**src/swme_pkg.sv**
```systemverilog
// Package for the saturating weight matrix engine: sizes, commands, states.
package swme_pkg;
  localparam int unsigned MaxNodes = 16;
  localparam int unsigned IdxW = $clog2(MaxNodes);
  localparam int unsigned AddrW = 2 * IdxW;
  localparam int unsigned Depth = MaxNodes * MaxNodes;
  localparam logic [7:0] ResetMaxWeight = 8'd100;
  localparam logic [4:0] ResetNodeCount = 5'd16;
  localparam logic [7:0] ResetFill = 8'd50;

  localparam logic CfgMaxWeight = 1'b0;
  localparam logic CfgNodeCount = 1'b1;

  typedef enum logic [2:0] {
    CMD_SET  = 3'd0,
    CMD_ADD  = 3'd1,
    CMD_MUL  = 3'd2,
    CMD_READ = 3'd3,
    CMD_AVG  = 3'd4,
    CMD_ROW  = 3'd5,
    CMD_COL  = 3'd6,
    CMD_FILL = 3'd7
  } cmd_t;

  typedef enum logic [7:0] {
    ST_IDLE  = 8'b00000001,
    ST_RD    = 8'b00000010,
    ST_UPD   = 8'b00000100,
    ST_SCAN  = 8'b00001000,
    ST_DIV   = 8'b00010000,
    ST_FILL  = 8'b00100000,
    ST_CLEAR = 8'b01000000,
    ST_MUL   = 8'b10000000
  } state_t;
endpackage

```
**src/saturating_weight_matrix_engine_unit.sv**
```systemverilog
// Saturating weight matrix engine: 16x16 weight store with a command sequencer.
// Set/add/read pass through the read and update states, multiply adds a multiply
// state; a list scan reads one stored entry per cycle through the single memory
// port; average is a scan followed by a 20-step divider; fill writes every entry;
// index/count errors are answered from idle. One command at a time; busy drops in the cycle
// the last result is on the ports, so the next command is taken at that edge.
// Reset (sync, active high) runs a pass writing 50 to all 256 entries; busy stays high.
module saturating_weight_matrix_engine_unit (
  input  logic                        clk,
  input  logic                        rst,
  input  logic                        start,
  output logic                        busy,
  input  logic [2:0]                  cmd,
  input  logic [3:0]                  from_node,
  input  logic [3:0]                  to_node,
  input  logic [7:0]                  new_weight,
  input  logic signed [8:0]           addend,
  input  logic [15:0]                 factor,
  input  logic [7:0]                  threshold,
  input  logic                        cfg_we,
  input  logic                        cfg_index,
  input  logic [7:0]                  cfg_data,
  output logic                        strobe,
  output logic [7:0]                  weight_out,
  output logic [3:0]                  node_id,
  output logic [15:0]                 average_out,
  output logic                        found,
  output logic                        last,
  output logic                        error
);
  import swme_pkg::*;

  // configuration registers
  logic [7:0] max_weight;
  logic [4:0] node_count;
  always_ff @(posedge clk) begin
    if (rst) begin
      max_weight <= ResetMaxWeight;
      node_count <= ResetNodeCount;
    end else if (cfg_we) begin
      if (cfg_index == CfgMaxWeight) max_weight <= cfg_data;
      else node_count <= cfg_data[4:0];
    end
  end

  // effective node count, capped at the store size
  logic [4:0] n_eff;
  assign n_eff = (node_count > 5'(MaxNodes)) ? 5'(MaxNodes) : node_count;

  // weight store: one write port, one registered read port
  logic [7:0]       mem [Depth];
  logic             mem_we;
  logic [AddrW-1:0] mem_waddr, mem_raddr;
  logic [7:0]       mem_wdata, mem_q;
  always_ff @(posedge clk) begin
    if (mem_we) mem[mem_waddr] <= mem_wdata;
    mem_q <= mem[mem_raddr];
  end

  // captured transaction
  state_t       state;
  cmd_t         op;
  logic [3:0]   fr, to;
  logic [7:0]   nw, th;
  logic signed [8:0] add_r;
  logic [15:0]  fac;
  logic [AddrW:0] cnt;      // sweep / scan counter (wide enough for Depth)
  logic         rd_pend;    // scan: memory data for index idx_q valid
  logic [3:0]   idx_q;
  logic         hold_v;     // list: a pending match waiting for output
  logic [3:0]   hold_id;
  logic [11:0]  sum;
  logic [23:0]  prod;
  // divider
  logic [19:0]  rem;
  logic [19:0]  dividend;
  logic [15:0]  quo;
  logic [4:0]   dcnt;

  logic in_range;
  assign in_range = ({1'b0, from_node} < n_eff) && ({1'b0, to_node} < n_eff);

  assign busy = (state != ST_IDLE);

  // scan address: row list reads (fr, i), column list/average reads (i, fr)
  logic [3:0] scan_i;
  assign scan_i = cnt[IdxW-1:0];

  logic signed [9:0] add_sum;
  logic [8:0]        add_clamp;
  assign add_sum = $signed({2'b00, mem_q}) + 10'(add_r);
  assign add_clamp = add_sum[9] ? 9'd0 : add_sum[8:0];

  logic [20:0] trial;
  assign trial = {rem, dividend[19]} - {16'd0, n_eff - 5'd1};

  // updated weight for set/add/multiply, written back in ST_UPD
  logic [7:0] upd_w;
  always_comb begin
    upd_w = mem_q;
    case (op)
      CMD_SET: upd_w = nw;
      CMD_ADD: upd_w = (add_clamp > {1'b0, max_weight}) ? max_weight : add_clamp[7:0];
      CMD_MUL: upd_w = (prod[23:8] > {8'd0, max_weight}) ? max_weight : prod[15:8];
      default: upd_w = mem_q;
    endcase
  end

  always_comb begin
    mem_we = 1'b0;
    mem_waddr = {fr, to};
    mem_wdata = upd_w;
    mem_raddr = {fr, to};
    if (state == ST_SCAN) mem_raddr = (op == CMD_ROW) ? {fr, scan_i} : {scan_i, fr};
    if (state == ST_UPD && op != CMD_READ) mem_we = 1'b1;
    if (state == ST_FILL || state == ST_CLEAR) begin
      mem_we = 1'b1;
      mem_waddr = cnt[AddrW-1:0];
      mem_wdata = (state == ST_CLEAR) ? ResetFill : {1'b0, max_weight[7:1]};
    end
  end

  always_ff @(posedge clk) begin
    strobe <= 1'b0;
    weight_out <= '0; node_id <= '0; average_out <= '0;
    found <= 1'b0; last <= 1'b0; error <= 1'b0;
    if (rst) begin
      state <= ST_CLEAR;
      cnt <= '0;
    end else begin
      case (state)
        ST_CLEAR, ST_FILL: begin
          cnt <= cnt + 1'b1;
          if (cnt[AddrW-1:0] == AddrW'(Depth - 1)) begin
            if (state == ST_FILL) begin
              strobe <= 1'b1; last <= 1'b1;
              weight_out <= {1'b0, max_weight[7:1]};
            end
            state <= ST_IDLE;
          end
        end
        ST_IDLE: begin
          if (start) begin
            op <= cmd_t'(cmd); fr <= from_node; to <= to_node;
            nw <= new_weight; add_r <= addend; fac <= factor; th <= threshold;
            cnt <= '0; rd_pend <= 1'b0; hold_v <= 1'b0;
            sum <= '0;
            if (cmd_t'(cmd) == CMD_FILL) state <= ST_FILL;
            else if (cmd <= 3'(CMD_READ)) begin
              if (in_range) state <= ST_RD;
              else begin
                strobe <= 1'b1; last <= 1'b1; error <= 1'b1;
              end
            end else if (({1'b0, from_node} >= n_eff) ||
                         (cmd_t'(cmd) == CMD_AVG && n_eff <= 5'd1)) begin
              strobe <= 1'b1; last <= 1'b1; error <= 1'b1;
            end else state <= ST_SCAN;
          end
        end
        ST_RD: state <= (op == CMD_MUL) ? ST_MUL : ST_UPD;
        ST_MUL: begin
          prod <= mem_q * fac;
          state <= ST_UPD;
        end
        ST_UPD: begin
          // store write-back (not for read) happens this cycle through the memory port
          state <= ST_IDLE;
          strobe <= 1'b1; last <= 1'b1; weight_out <= upd_w;
        end
        ST_SCAN: begin
          // issue read for cnt, consume data for idx_q
          rd_pend <= (cnt < {1'b0, n_eff});
          idx_q <= scan_i;
          if (cnt < {1'b0, n_eff}) cnt <= cnt + 1'b1;
          if (rd_pend && idx_q != fr) begin
            if (op == CMD_AVG) sum <= sum + 12'(mem_q);
            else if (mem_q > th) begin
              if (hold_v) begin
                strobe <= 1'b1; found <= 1'b1; node_id <= hold_id;
              end
              hold_v <= 1'b1; hold_id <= idx_q;
            end
          end
          if (!rd_pend && cnt >= {1'b0, n_eff}) begin
            if (op == CMD_AVG) begin
              dividend <= {sum, 8'd0};
              rem <= '0; quo <= '0; dcnt <= '0;
              state <= ST_DIV;
            end else begin
              strobe <= 1'b1; last <= 1'b1;
              found <= hold_v; node_id <= hold_v ? hold_id : 4'd0;
              state <= ST_IDLE;
            end
          end
        end
        ST_DIV: begin
          // restoring division, one quotient bit per cycle
          dividend <= {dividend[18:0], 1'b0};
          if (!trial[20]) begin
            rem <= trial[19:0]; quo <= {quo[14:0], 1'b1};
          end else begin
            rem <= {rem[18:0], dividend[19]}; quo <= {quo[14:0], 1'b0};
          end
          dcnt <= dcnt + 1'b1;
          if (dcnt == 5'd19) begin
            strobe <= 1'b1; last <= 1'b1;
            average_out <= !trial[20] ? {quo[14:0], 1'b1} : {quo[14:0], 1'b0};
            state <= ST_IDLE;
          end
        end
        default: state <= ST_IDLE;
      endcase
    end
  end

`ifndef SYNTHESIS
  a_more_follows_busy: assert property (@(posedge clk) disable iff (rst)
    (strobe && !last) |-> busy) else $error("list result without a scan running");
  a_busy_no_start: assert property (@(posedge clk) disable iff (rst)
    (state == ST_DIV) |-> busy) else $error("divider active while idle");
`endif
endmodule

```
**config.mk**
```make
export PLATFORM = sky130hd
export DESIGN_NAME = saturating_weight_matrix_engine_unit
export DESIGN_NICKNAME = d
export VERILOG_FILES = /design/src/swme_pkg.sv /design/src/saturating_weight_matrix_engine_unit.sv
export SDC_FILE = /design/constraint.sdc
export NUM_CORES = 2
export LEC_CHECK = 0
export ABC_AREA = 0
export BUFFER_PORTS_ARGS = -buffer_cell sky130_fd_sc_hd__buf_2
export CAP_MARGIN = 0
export CORE_ASPECT_RATIO = 1.5
export CORE_MARGIN = 8
export CORE_UTILIZATION = 60
export CTS_BUF_LIST = sky130_fd_sc_hd__clkbuf_8
export CTS_CLUSTER_DIAMETER = 60
export DETAILED_ROUTE_END_ITERATION = 16
export PLACE_DENSITY = 0.8
export SETUP_SLACK_MARGIN = 0.05
export SLEW_MARGIN = 20
export SYNTH_ARGS = -nofsm -noshare
export SYNTH_HDL_FRONTEND = slang
export SYNTH_SLANG_ARGS = --single-unit
export TNS_END_PERCENT = 5
```
**constraint.sdc**
```tcl
create_clock -name clk -period 22.9 [get_ports clk]
set_clock_uncertainty 0.1 [all_clocks]
set_input_delay 6.87 -clock clk [delete_from_list [all_inputs] [get_ports clk]]
set_output_delay 6.87 -clock clk [all_outputs]
set_load 0.005 [all_outputs]
```
==> results_dict.tcl <==
set metrics [dict create \
    synth-seq-cells 2260 \
    worstMarginPinSlew_ns 1.28 \
    grt_pass1_wl_mm 386 \
    vdd.ir_drop.worst_v 0.0000700 \
    postSynthCellCount 7744 \
    routed_wl_mm 262 \
    cts_made_buffers 321 \
    final_antenna_net_count 0 \
    timing.setup.tns_ns 0 \
    postLayoutSetupSlackWorst_ns 12.42 \
    slew_headroom_pct 13.8 \
    gp_congestion 0.935 \
    die_area_um2 172000 \
    crit-reg2reg-capture "mem[63][6]$_DFFE_PP_" \
    ioPinCount 98 \
    worst_skew_pair_later_pin_latency_ns 1.08 \
    drv_slew 0 \
    unrepaired_setup_endpoints_after_global_routing "no" \
    die_w_um 341 \
    setup_viol 0 \
    timing.critical_path.arrival_ns 3.51 \
    drtIter0Drc 8969 \
    grt_max_degree 251 \
    cp-startpoint "state[5]$_SDFFE_PP0P_" \
    synthTopCellsByArea "edfxtp_1 69%, nand2_1 8.7%, nand3_1 4.9%" \
    cts.clk_slew.worst_paths_ns 0.06 \
    setup.reg_to_reg.worst_slack_ns 15.59 \
    globalRouteOverflowTotal 0 \
    finalInstanceArea_um2 103000 \
    post-synth-top-count-cell "nand2_1" \
    synth_enable_flop_cells 2190 \
    avgViaCountPerCell 6.38 \
    startpoint_type "flop" \
    syn-mean-instance-area_um2 12.3 \
    library_cell_contributing_the_largest_single_delay_on_the_critical_path "nor3b_1" \
    crit_path_max_incr_delay_ns 0.69 \
    seq_area_frac_synth_pct 70.6 \
    clock_tree.root_cell "clkbuf_8" \
    synth.net_count 7997 \
    async_reset_ff_share_pct 0 \
    netlist_area_um2 95100 \
    place_area_um2 97600 \
    max_cap_violation_count 0 \
    nets 8076 \
    finalHoldViolations 0 \
    cp_cell_sequence "or2_1 -> or3_1 -> or3_1 -> nor3b_1 -> inv_1 -> buf_2" \
    layout_worst_path_cycle_share_pct 45.8 \
    io_buffer_count 97 \
    hold_path.class "reg2reg" \
    hold_buffers 0 \
    synth.lib_cells_used.distinct 74 \
    crit_required_ns 15.93 \
    endpoint_kind "output pin" \
    r2r-start "mem_q[1]$_DFF_P_" \
    smallest_hold_slack_ns 0.377 \
    power.leakage_nw 36.5 \
    cts.path.max_buffers 4 \
    floorplan.initialDensity_pct 60.2 \
    post-synth-top-area-cell "edfxtp_1" \
    drt_pre_antenna_iters 6 \
    final_layout_size_suffix_gt1_share_pct 8.39 \
    area.growth.synth_to_final_pct 8.66 \
    detail_route.wl_per_cell_um 25.8 \
    number_of_design_rule_violations_left_after_detail_routing 0 \
    core.rowCount 179 \
    setup.worst_path.class "reg2out" \
    tritoncts "done" \
    placeableCoreArea_um2 158000 \
    cts.sink_count 2260 \
    max_freq_mhz 95.4 \
    finalCriticalPeriod_ns 10.48 \
    cts_htree_levels 5 \
    path_common_cell "or3_1" \
    pre_cts_slack_ns 13.29 \
    critical_path_peak_fanout 7 \
    vias_in_the_first_global_route 63600 \
    run_status "finished clean" \
    postCtsSetupBuffers 0 \
    overall_global_routing_usage_pct 29.7 \
    crit_end "busy" \
    antenna_found_initial 7 \
    path_depth_of_the_worst_reg2reg_path 22 \
    fp.dieH_um 504 \
    synthesis.yosys.warnings 0 \
    yosysTopAreaCellShare_pct 69.1 \
    post-dp-hpwl_mm 157 \
    power_density_over_the_cells_nw_per_um2 88.5 \
    detailroute.via_count 64700 \
    final.fill_count 10800 \
    dominant_register_cell_in_the_synthesized_netlist "edfxtp_1" \
    synth_common_cells "2196 x nand2_1, 2190 x edfxtp_1, 932 x nand3_1" \
    count_of_cells_resized_by_post_cts_repair 0 \
]
-- sequential cells by signal, indices dropped and copies added (netlist names), 9 cells and up --
register,count
add_r,9
average_out,16
cnt,9
dividend,12
fac,16
mem,2048
prod,16
quo,15
rem,20
sum,12
-- power breakdown --
part	switching, W	internal, W	total [W]
combinational	0.000991	0.000338	0.00133
sequential	0.0000220	0.00492	0.00494
clock	0.00147	0.00140	0.00287
total	0.00248	0.00666	0.00914
-- per-stage QoR --
| step | total power (W) | std cells | utilization (%) |
|---|---|---|---|
| after global placement | 0.00627 | 9578 | 61.8 |
| after floorplan | 0.00604 | 7744 | - |
| after CTS | 0.00911 | 10100 | 65.3 |
| after global routing | 0.00941 | 10100 | 65.4 |
| final | 0.00914 | 10100 | 65.4 |
| after detailed placement | 0.00632 | 9578 | 61.8 |
-- worst min path at each step --
stage / start / end / slack (ns) / cells past startpoint
after CTS: idx_q[3]$_DFFE_PP_ / hold_id[3]$_DFFE_PP_ / 0.37 / 0
after global placement: idx_q[3]$_DFFE_PP_ / hold_id[3]$_DFFE_PP_ / 0.36 / 0
after detailed placement: quo[7]$_SDFFCE_PN0P_ / average_out[8]$_SDFF_PP0_ / 0.35 / 1
after floorplan: quo[14]$_SDFFCE_PN0P_ / average_out[15]$_SDFF_PP0_ / 0.32 / 1
final: hold_id[1]$_DFFE_PP_ / node_id[1]$_SDFF_PN0_ / 0.38 / 1
after global routing: hold_id[1]$_DFFE_PP_ / node_id[1]$_SDFF_PN0_ / 0.39 / 1
-- placed cells by master (no fill, tap or decap), types with 22 or more instances in the layout --
cell type | netlist | layout
nand2_1 | 2196 | 2180
edfxtp_1 | 2190 | 2190
buf_2 | 92 | 97
a32oi_1 | 45 | 45
ha_1 | 102 | 102
and3_1 | 147 | 147
nand4_1 | 89 | 89
fa_1 | 86 | 86
and2_1 | 117 | 117
nor3_1 | 35 | 35
a31oi_1 | 162 | 162
a311oi_1 | 76 | 76
nor2_1 | 389 | 373
nand3_1 | 932 | 932
buf_4 | 1 | 98
inv_1 | 123 | 212
clkinv_1 | 1 | 81
o21ai_0 | 59 | 50
a21oi_1 | 99 | 97
mux2i_1 | 43 | 41
dfxtp_1 | 70 | 70
xor2_1 | 26 | 26
xnor2_1 | 30 | 30
clkinv_2 | 0 | 33
clkbuf_8 | 0 | 331
nand3b_1 | 22 | 22
-- worst max-delay path, delay by kind of cell (launching register included) --
kind | cells | cell delay, ns
DFF | 1 | 0.35
buffers and inverters | 2 | 0.44
and+or+nand+nor | 4 | 1.72
-- per-layer routing --
layer,vias up,track usage (%),wire (um)
met4,4,22.2,22600
met5,-,0,38
met1,31100,34.6,83800
met3,1088,6.81,29900
li1,28000,-,-
met2,4484,48.4,125000
-- kinds of logic after synthesis --
kind of cell	count (synthesis)	share of synthesized area (%)
AO/OA/AOI/OAI	591	4.28
XOR/XNOR	56	0.516
adder cells (fa/ha/maj)	188	3.15
buffers and inverters	577	2.40
flip-flops	2260	70.6
multiplexers	56	0.609
AND/OR/NAND/NOR	4016	18.4
-- final cells by class --
| class | instances | area, um^2 | area share (%) |
|---|---|---|---|
| clock inverter | 216 | 1040 | 1.01 |
| sequential | 2260 | 67200 | 65.0 |
| timing repair buffer | 209 | 1510 | 1.46 |
| tap | 2081 | 2600 | 2.52 |
| inverter | 124 | 465 | 0.450 |
| antenna | 6 | 15.0 | 0.0145 |
| multi-input combinational | 4907 | 26000 | 25.2 |
| clock buffer | 331 | 4560 | 4.41 |
Note: power is estimated with default switching activity, not from simulation.
